**src/rtl/cbm_pkg.sv**
```systemverilog
// shared types, constants and helper function of the cartridge bank mapper
// no dependencies
package cbm_pkg;

	localparam int RAM_BYTES      = 32768;
	localparam int ROM_BANKS_MAX  = 128;
	localparam int RAM_BANK_BYTES = 8192;
	localparam int RAM_AW         = $clog2(RAM_BYTES);
	localparam int RAM_BANKS_FIT  = RAM_BYTES / RAM_BANK_BYTES;
	localparam int RAM_BANKS_LIM  = (RAM_BANKS_FIT < 4) ? RAM_BANKS_FIT : 4;
	localparam int CFG_IDX_W      = 1;
	localparam int CFG_DATA_W     = 8;

	typedef enum logic [1:0] {
		KIND_WRITE = 2'd0,
		KIND_ROM   = 2'd1,
		KIND_DATA  = 2'd2
	} kind_t;

	typedef enum logic [CFG_IDX_W-1:0] {
		CFG_ROM_BANKS = 1'b0,
		CFG_RAM_BANKS = 1'b1
	} cfg_idx_t;

	// control register select, address bits 14:13 of a write below 0x8000
	typedef enum logic [1:0] {
		SEL_RAM_EN   = 2'd0,
		SEL_ROM_BANK = 2'd1,
		SEL_UPPER    = 2'd2,
		SEL_MODE     = 2'd3
	} ctl_sel_t;

	typedef enum logic {
		ST_IDLE,
		ST_FINISH
	} st_t;

	typedef struct packed {
		logic        mode;
		logic [15:0] address;
		logic [7:0]  write_data;
	} req_t;

	typedef struct packed {
		kind_t       read_kind;
		logic [20:0] rom_address;
		logic [7:0]  read_data;
	} rsp_t;

	typedef struct packed {
		logic       valid;
		ctl_sel_t   sel;
		logic [7:0] data;
	} ctl_wr_t;

	typedef struct packed {
		logic       ram_enable;
		logic [4:0] low_rom_bank;
		logic [1:0] upper_bank;
		logic       bank_mode;
		logic [7:0] rom_div;
		logic [2:0] ram_banks;
	} bank_state_t;

	// one restoring remainder step: shift in a dividend bit, subtract if it fits
	function automatic logic [7:0] rem_step(input logic [7:0] r, input logic b,
			input logic [7:0] d);
		logic [7:0] t;
		t = {r[6:0], b};
		return (t >= d) ? (t - d) : t;
	endfunction

endpackage

```
**src/rtl/cbm_bank_regs.sv**
```systemverilog
// control and configuration registers of the cartridge bank mapper
// depends on cbm_pkg
module cbm_bank_regs import cbm_pkg::*; (
	input  logic                  clk,
	input  logic                  arst_n,
	input  logic                  cfg_we,
	input  logic [CFG_IDX_W-1:0]  cfg_index,
	input  logic [CFG_DATA_W-1:0] cfg_data,
	input  ctl_wr_t               ctl_wr,
	output bank_state_t           bst
);

	logic [7:0] rom_cnt_q;
	logic [2:0] ram_cnt_q;
	logic       ram_en_q;
	logic [4:0] low_bank_q;
	logic [1:0] upper_q;
	logic       mode_q;

	always_ff @(posedge clk or negedge arst_n) begin
		if (!arst_n) begin
			rom_cnt_q <= 8'd2;
			ram_cnt_q <= 3'd1;
		end else if (cfg_we) begin
			unique case (cfg_idx_t'(cfg_index))
				CFG_ROM_BANKS: rom_cnt_q <= cfg_data[7:0];
				CFG_RAM_BANKS: ram_cnt_q <= cfg_data[2:0];
			endcase
		end
	end

	always_ff @(posedge clk or negedge arst_n) begin
		if (!arst_n) begin
			ram_en_q   <= 1'b0;
			low_bank_q <= 5'd1;
			upper_q    <= 2'd0;
			mode_q     <= 1'b0;
		end else if (ctl_wr.valid) begin
			unique case (ctl_wr.sel)
				SEL_RAM_EN:   ram_en_q <= (ctl_wr.data[3:0] == 4'hA);
				SEL_ROM_BANK: low_bank_q <= (ctl_wr.data[4:0] == 5'd0) ? 5'd1
							: ctl_wr.data[4:0];
				SEL_UPPER:    upper_q <= ctl_wr.data[1:0];
				SEL_MODE:     mode_q <= ctl_wr.data[0];
				default:      mode_q <= mode_q;
			endcase
		end
	end

	always_comb begin
		bst.ram_enable   = ram_en_q;
		bst.low_rom_bank = low_bank_q;
		bst.upper_bank   = upper_q;
		bst.bank_mode    = mode_q;
		// zero acts as one bank, oversized counts clamp
		if (rom_cnt_q == 8'd0)
			bst.rom_div = 8'd1;
		else if (rom_cnt_q > 8'(ROM_BANKS_MAX))
			bst.rom_div = 8'(ROM_BANKS_MAX);
		else
			bst.rom_div = rom_cnt_q;
		if (ram_cnt_q == 3'd0)
			bst.ram_banks = 3'd1;
		else if (ram_cnt_q > 3'(RAM_BANKS_LIM))
			bst.ram_banks = 3'(RAM_BANKS_LIM);
		else
			bst.ram_banks = ram_cnt_q;
	end

endmodule

```
**config.mk**
```make
export PLATFORM = sky130hd
export DESIGN_NAME = cbm_bank_regs
export DESIGN_NICKNAME = d
export VERILOG_FILES = /design/src/rtl/cbm_pkg.sv /design/src/rtl/cbm_bank_regs.sv
export SDC_FILE = /design/constraint.sdc
export NUM_CORES = 1
export LEC_CHECK = 0
export ABC_AREA = 1
export ABC_CLOCK_PERIOD_IN_PS = 1250
export CORE_UTILIZATION = 45
export CTS_CLUSTER_SIZE = 25
export DETAILED_ROUTE_END_ITERATION = 8
export DONT_BUFFER_PORTS = 1
export GPL_TIMING_DRIVEN = 0
export PLACE_DENSITY = 0.57
export SETUP_SLACK_MARGIN = 0.05
export SKIP_LAST_GASP = 1
export SYNTH_ARGS = -nofsm -noshare
export SYNTH_HDL_FRONTEND = slang
export SYNTH_SLANG_ARGS = --single-unit
```
**constraint.sdc**
```tcl
create_clock -name clk -period 1.25 [get_ports clk]
set_input_delay 0.1875 -clock clk [delete_from_list [all_inputs] [get_ports clk]]
set_output_delay 0.1875 -clock clk [all_outputs]
set_load 0.02 [all_outputs]
```
==> results of run 1 <==
==> timing repair <==
item,4_1_cts,5_1_grt
resized for setup,24,7
buffers inserted,4,1
hold buffers,2,1
setup endpoints to repair,9,25
endpoints found under the hold margin,21,1
pin swaps,5,9
==> area by class of cell <==
class	instances	area share, %
Multi-Input combinational cell	70	34.57
Sequential cell	20	44.17
Tap cell	27	2.944
Clock buffer	4	2.290
Inverter	19	6.434
Buffer	5	3.162
Timing Repair Buffer	8	6.434
==> stage by stage <==
stage	power [mW]	hold WS, ns
global route	1.625	0.02506
CTS	1.532	0.007767
detailed placement	1.116	-0.1076
finish	1.540	0.01107
floorplan	1.070	-0.1081
global placement	1.108	-0.1077
==> flip-flops by register name, indices dropped and copies added, names as in the netlist <==
signal and cells:
low_bank_q 5, mode_q 1, ram_cnt_q 3, ram_en_q 1, rom_cnt_q 8, upper_q 2
==> path summary, 6_finish.rpt <==
path / from / to
max reg2reg: rom_cnt_q[1] / rom_cnt_q[1]
min: ctl_wr[0] / low_bank_q[0]
min reg2reg: ram_en_q / ram_en_q
min in group asynchronous: arst_n / ram_cnt_q[1]
max in group asynchronous: arst_n / rom_cnt_q[7]
max: rom_cnt_q[6] / bst[7]
==> power groups by stage <==
stage	clock, mW	combinational [mW]	sequential, mW
after detailed placement	0	0.249	0.867
after CTS	0.323	0.345	0.864
after floorplan	0	0.223	0.848
after global routing	0.346	0.406	0.873
after global placement	0	0.244	0.863
final	0.316	0.363	0.860
==> placed cells by master, fill, tap and decap left out, types with 3 or more instances in the layout <==
cell / netlist / routed
nand3_1: 3 / 3
o21ai_1: 5 / 5
dfstp_2: 3 / 3
dfrtp_1: 17 / 15
a21oi_1: 5 / 5
nor2_1: 19 / 8
inv_1: 18 / 15
nand2_1: 24 / 23
inv_2: 1 / 3
o21ai_0: 8 / 8
clkbuf_4: 0 / 3
buf_4: 2 / 6
nor2_4: 0 / 9
==> synthesized netlist by cell type <==
| master | n | area share [%] |
|---|---|---|
| nand2_1 | 24 | 9.7 |
| nor2_1 | 19 | 7.7 |
| inv_1 | 18 | 7.3 |
| dfrtp_1 | 17 | 46 |
| o21ai_0 | 8 | 4.3 |
| a21oi_1 | 5 | 2.7 |
| o21ai_1 | 5 | 2.7 |
| dfstp_2 | 3 | 8.5 |
| nand3_1 | 3 | 1.6 |
| buf_4 | 2 | 1.6 |
| clkbuf_1 | 2 | 0.81 |
| nand3_2 | 2 | 2.2 |
| buf_6 | 1 | 1.2 |
| inv_2 | 1 | 0.40 |
| nand2_2 | 1 | 0.67 |
| nand3_4 | 1 | 1.9 |
| nand4_1 | 1 | 0.67 |
| nor3_1 | 1 | 0.54 |
==> critical path: stages (launching register included) <==
cell,delay [ns]
dfrtp_1,0.39
nor2_1,0.10
nand2_1,0.07
nor2_2,0.17
nor2_4,0.07
nor2_4,0.17
==> cell families after synthesis <==
family	Yosys count
AO/OA/AOI/OAI	18
buffers and inverters	24
AND/OR/NAND/NOR	52
flip-flops	20
==> metal layers <==
layer	vias to the layer above	routed length [um]	share of wire (%)
met3	2	112	6.4
met1	346	742	42
met2	25	884	51
met4	0	8	0.46
li1	372	-	-
met5	-	0	0
==> reports/results.txt, run 1 <==
Post-DRT Antenna Nets - 0
RSZ-0062 raised after global routing - yes
startpoint type of the worst setup path - flip-flop
total grt overflow - 0
critical-path maximum fanout - 2
R2R cell count - 4
final hold vios - 0
syn_nets - 137
Die X - 47.48 um
period utilization - 116.1%
post-synthesis xor/xnor area fraction - 0%
Clock Power Share - 20.5%
yosys warns - 0
clock sinks - 20
largest family of logic cells by synthesized area - simple AND/OR/NAND/NOR gates
crit path kind - flip-flop to output pin
Syn Std Cell Area - 930.9 um2
Synth Area in Adders - 0%
sequential-to-total area share from yosys stat - 54.17%
I/O Pins - 43
met2 Use GR - 28.77%
fin util - 58.48%
GRT Resource Usage Total - 16.09%
number of buffers created by CTS - 3
Die ar. - 2254 um2
Vert. Die Dim - 47.48 um
clk_skew - 0 ns
Compound-Gate Fraction of Synth Area - 9.677%
placed inst area - 964.7 um2
FILL cells - 202
Peak VDD IR - 0.0007658 V
WP data required - 1.06 ns
largest net degree at the start of global routing - 21
n_diodes - 0
grt peak-use layer - met2
Final Max Tran Viols - 0
Core Area - 1962 um2
CP Capture Type - output pin
Max-slew headroom - 40.61%
signal arrival time at the worst endpoint - 1.26 ns
initial DRC count - 10
DRT Wirelength - 1746 um
# port buffers - 0
simple-gate share of the synthesized area - 24.87%
Seq. cell area - 506.7 um2
fin crit period - 1.451 ns
# setup viols final - 6
design area - 1147 um2
Cells on Worst Hold Path - 2
sequential power share - 55.9%
proportion of synthesized area in mux cells - 0%
row cnt - 16
antenna violations before repair - 0
average cell area after synthesis - 8.166 um2
first-pass detailed-route iteration total - 4
CTS max path bufs - 2
switching portion of total power - 34.48%
Worst-path clk slew - 0.11 ns
FMAX - 689.0 MHz
pwr dens - 1342 nW/um2
PnR worst setup slack - -0.2013 ns
area grow syn2layout - 23.25%
failing checks - negative setup slack
Slew @ Worst Pin - 0.8908 ns
first-pass GRT wire length - 2525 um
met3 Resource Use GR - 6.415%
fraction of layout cells with a size suffix above 1 - 30.16%
root buffer cell - clkbuf_4
post-synth cell types - 18
detailed-route wire length per cell - 11.41 um
#FFs+latches synth - 20
residual DRC count - 0
P_sw - 0.5308 mW
met1 usage - 18.71%
FF-to-FF setup slack - 0.34 ns
Initial Util - 47.45%
outcome - finished with violations
hpwl dp - 1285 um
Pleak - 0.5664 nW
Setup TNS - -0.6293 ns
pre-CTS setup slack - 0.02283 ns
RD Place Congestion - 0.7358
Synth Instances - 114
Worst-Skew Late Latency - 0.29 ns
H-tree level count - 1
Via density - 4.869
combinational share of power - 23.6%
Pint - 1.009 mW
CTS tree - yes
Vias - 745
Hold Path Class - input port to flip-flop
final std cells w/o fill - 153
vias in the first global route - 617
Cells after DPL - 141
fin nets - 150
area of the multi-input gates - 396.6 um2
Max-Cap Viols - 0
Power figures use the tool's default switching activity.
==> inputs of run 2 (changes only) <==
- RECOVER_POWER: default -> 50
- SKIP_CTS_REPAIR_TIMING: default -> 1
==> run 2 against run 1 <==
  * The flow still finishes with violations (negative setup slack)
  * Worst hold slack improved by 0.0038 ns
  * First-iteration DRC count decreased by 10%
  * Sequential share of layout area increased by 1.6 points
  * Largest cell class unchanged
==> reports/results.txt, run 2 (synthesis gave the netlist of run 1 again) <==
outcome - finished with violations
failing checks - negative setup slack
hpwl dp - 1285 um
H-tree level count - 1
DRT Wirelength - 1724 um
FF-to-FF Start - rom_cnt_q[7]
Max-slew headroom - 40.39%
clock sinks - 20
fin crit period - 1.475 ns
# setup viols final - 4
Worst R2R End - rom_cnt_q[7]
slowest CP cell - dfrtp_1
RD Place Congestion - 0.7358
final hold vios - 0
first-pass detailed-route iteration total - 5
initial DRC count - 9
Die ar. - 2254 um2
FMAX - 678.0 MHz
clk_skew - 0 ns
Die X - 47.48 um
RSZ-0062 raised after global routing - yes
buffers plus inverters on the worst setup path - 0
Worst Setup SP - rom_cnt_q[4]
Largest regs - rom_cnt_q (8), low_bank_q (5), ram_cnt_q (3)
number of flip-flops in the largest register - 8
area grow syn2layout - 18.68%
root buffer cell - clkbuf_4
CP endpoint - bst[7]
FF-to-FF setup slack - 0.38 ns
fraction of layout cells with a size suffix above 1 - 22.13%
Post-DRT Antenna Nets - 0
Final Max Tran Viols - 0
R2R cell count - 2
largest net degree at the start of global routing - 21
Pleak - 0.5387 nW
worst path cell trace - nor2_1 > nand2_1 > nor2_2 > nor2_4 > nor2_4
CP Capture Type - output pin
FILL cells - 207
vias in the first global route - 597
CP Depth - 5
first-pass GRT wire length - 2401 um
detailed-route wire length per cell - 11.57 um
crit path kind - flip-flop to output pin
fin nets - 146
period utilization - 118.0%
Hold Path Class - input port to flip-flop
# port buffers - 0
critical-path maximum fanout - 2
Max-Cap Viols - 0
most frequent cells in the layout - nand2_1 (23), inv_1 (18), dfrtp_1 (16)
Via density - 4.866
final std cells w/o fill - 149
GRT Resource Usage Total - 15.37%
most frequent cell on the critical path - nor2_4
Cells after DPL - 141
signal arrival time at the worst endpoint - 1.29 ns
Cells on Worst Hold Path - 2
WP data required - 1.06 ns
n_diodes - 0
Worst-Skew Late Latency - 0.30 ns
Setup TNS - -0.6837 ns
antenna violations before repair - 0
I/O Pins - 43
most flop-heavy register - rom_cnt_q
Worst-path clk slew - 0.11 ns
startpoint type of the worst setup path - flip-flop
Vert. Die Dim - 47.48 um
Slew @ Worst Pin - 0.8911 ns
fin util - 56.31%
PnR worst setup slack - -0.2249 ns
Vias - 725
CTS max path bufs - 2
row cnt - 16
pwr dens - 1354 nW/um2
Peak VDD IR - 0.0007535 V
number of buffers created by CTS - 3
worst stage delay on the critical path - 0.40 ns
Initial Util - 47.45%
residual DRC count - 0
CP top delay family - simple AND/OR/NAND/NOR gates
CTS tree - yes
total grt overflow - 0
Core Area - 1962 um2
commonest non-fill, non-tap cell in the layout - nand2_1
==> run 2: cell count changes in the layout (fill, tap and decap cells not counted), moves of 2 or more <==
cell / change
inv_2: -2
inv_1: +3
buf_4: -3
o21ai_0: +4
o21ai_1: -4
clkbuf_2: -2
==> run 2: power breakdown <==
part           switching (mW)  leakage [nW]  internal (mW)
logic                   0.205         0.288          0.112
clock network           0.192        0.0150          0.124
registers               0.119         0.235          0.743
==> run 2: worst min path at each step <==
| stage | start | endpoint | slack [ns] |
|---|---|---|---|
| after floorplan | arst_n | low_bank_q[1] | -0.11 |
| after global placement | arst_n | ram_cnt_q[2] | -0.11 |
| after detailed placement | arst_n | ram_cnt_q[2] | -0.11 |
| after CTS | arst_n | ram_cnt_q[1] | -0.44 |
| after global routing | ctl_wr[3] | low_bank_q[0] | 0.03 |
| final | ctl_wr[0] | low_bank_q[0] | 0.01 |
==> run 2: worst reg2reg max path: cells and delay by family (launching register included) <==
family	cells	cell delay, ns
buf+inv	1	0.17
compound gates	1	0.09
flops	1	0.50
==> run 2: layout make-up <==
cell class	instances	area (um2)	share of cell area, %
Tap cell	27	33.78	3.058
Buffer	5	41.29	3.737
Sequential cell	20	505.5	45.75
Inverter	19	71.32	6.455
Clock buffer	4	26.28	2.378
Multi-Input combinational cell	70	389.1	35.22
Timing Repair Buffer	4	37.54	3.398
==> run 2: through the flow <==
stage | total power [mW] | hold WS, ns | area [um2] | setup slack (ns)
floorplan | 1.070 | -0.1081 | 930.9 | 0.1055
global placement | 1.108 | -0.1077 | 964.7 | 0.01910
detailed placement | 1.116 | -0.1076 | 964.7 | 0.02283
CTS | 1.427 | -0.4370 | 991.0 | -0.3255
global route | 1.580 | 0.03089 | 1105 | -0.2904
finish | 1.496 | 0.01488 | 1105 | -0.2249
==> run 2: metal layers <==
layer	track usage, %	routed length (um)
met2	28.22	920
met4	1.714	8
met3	6.038	99
met1	17.27	695
met5	0	0
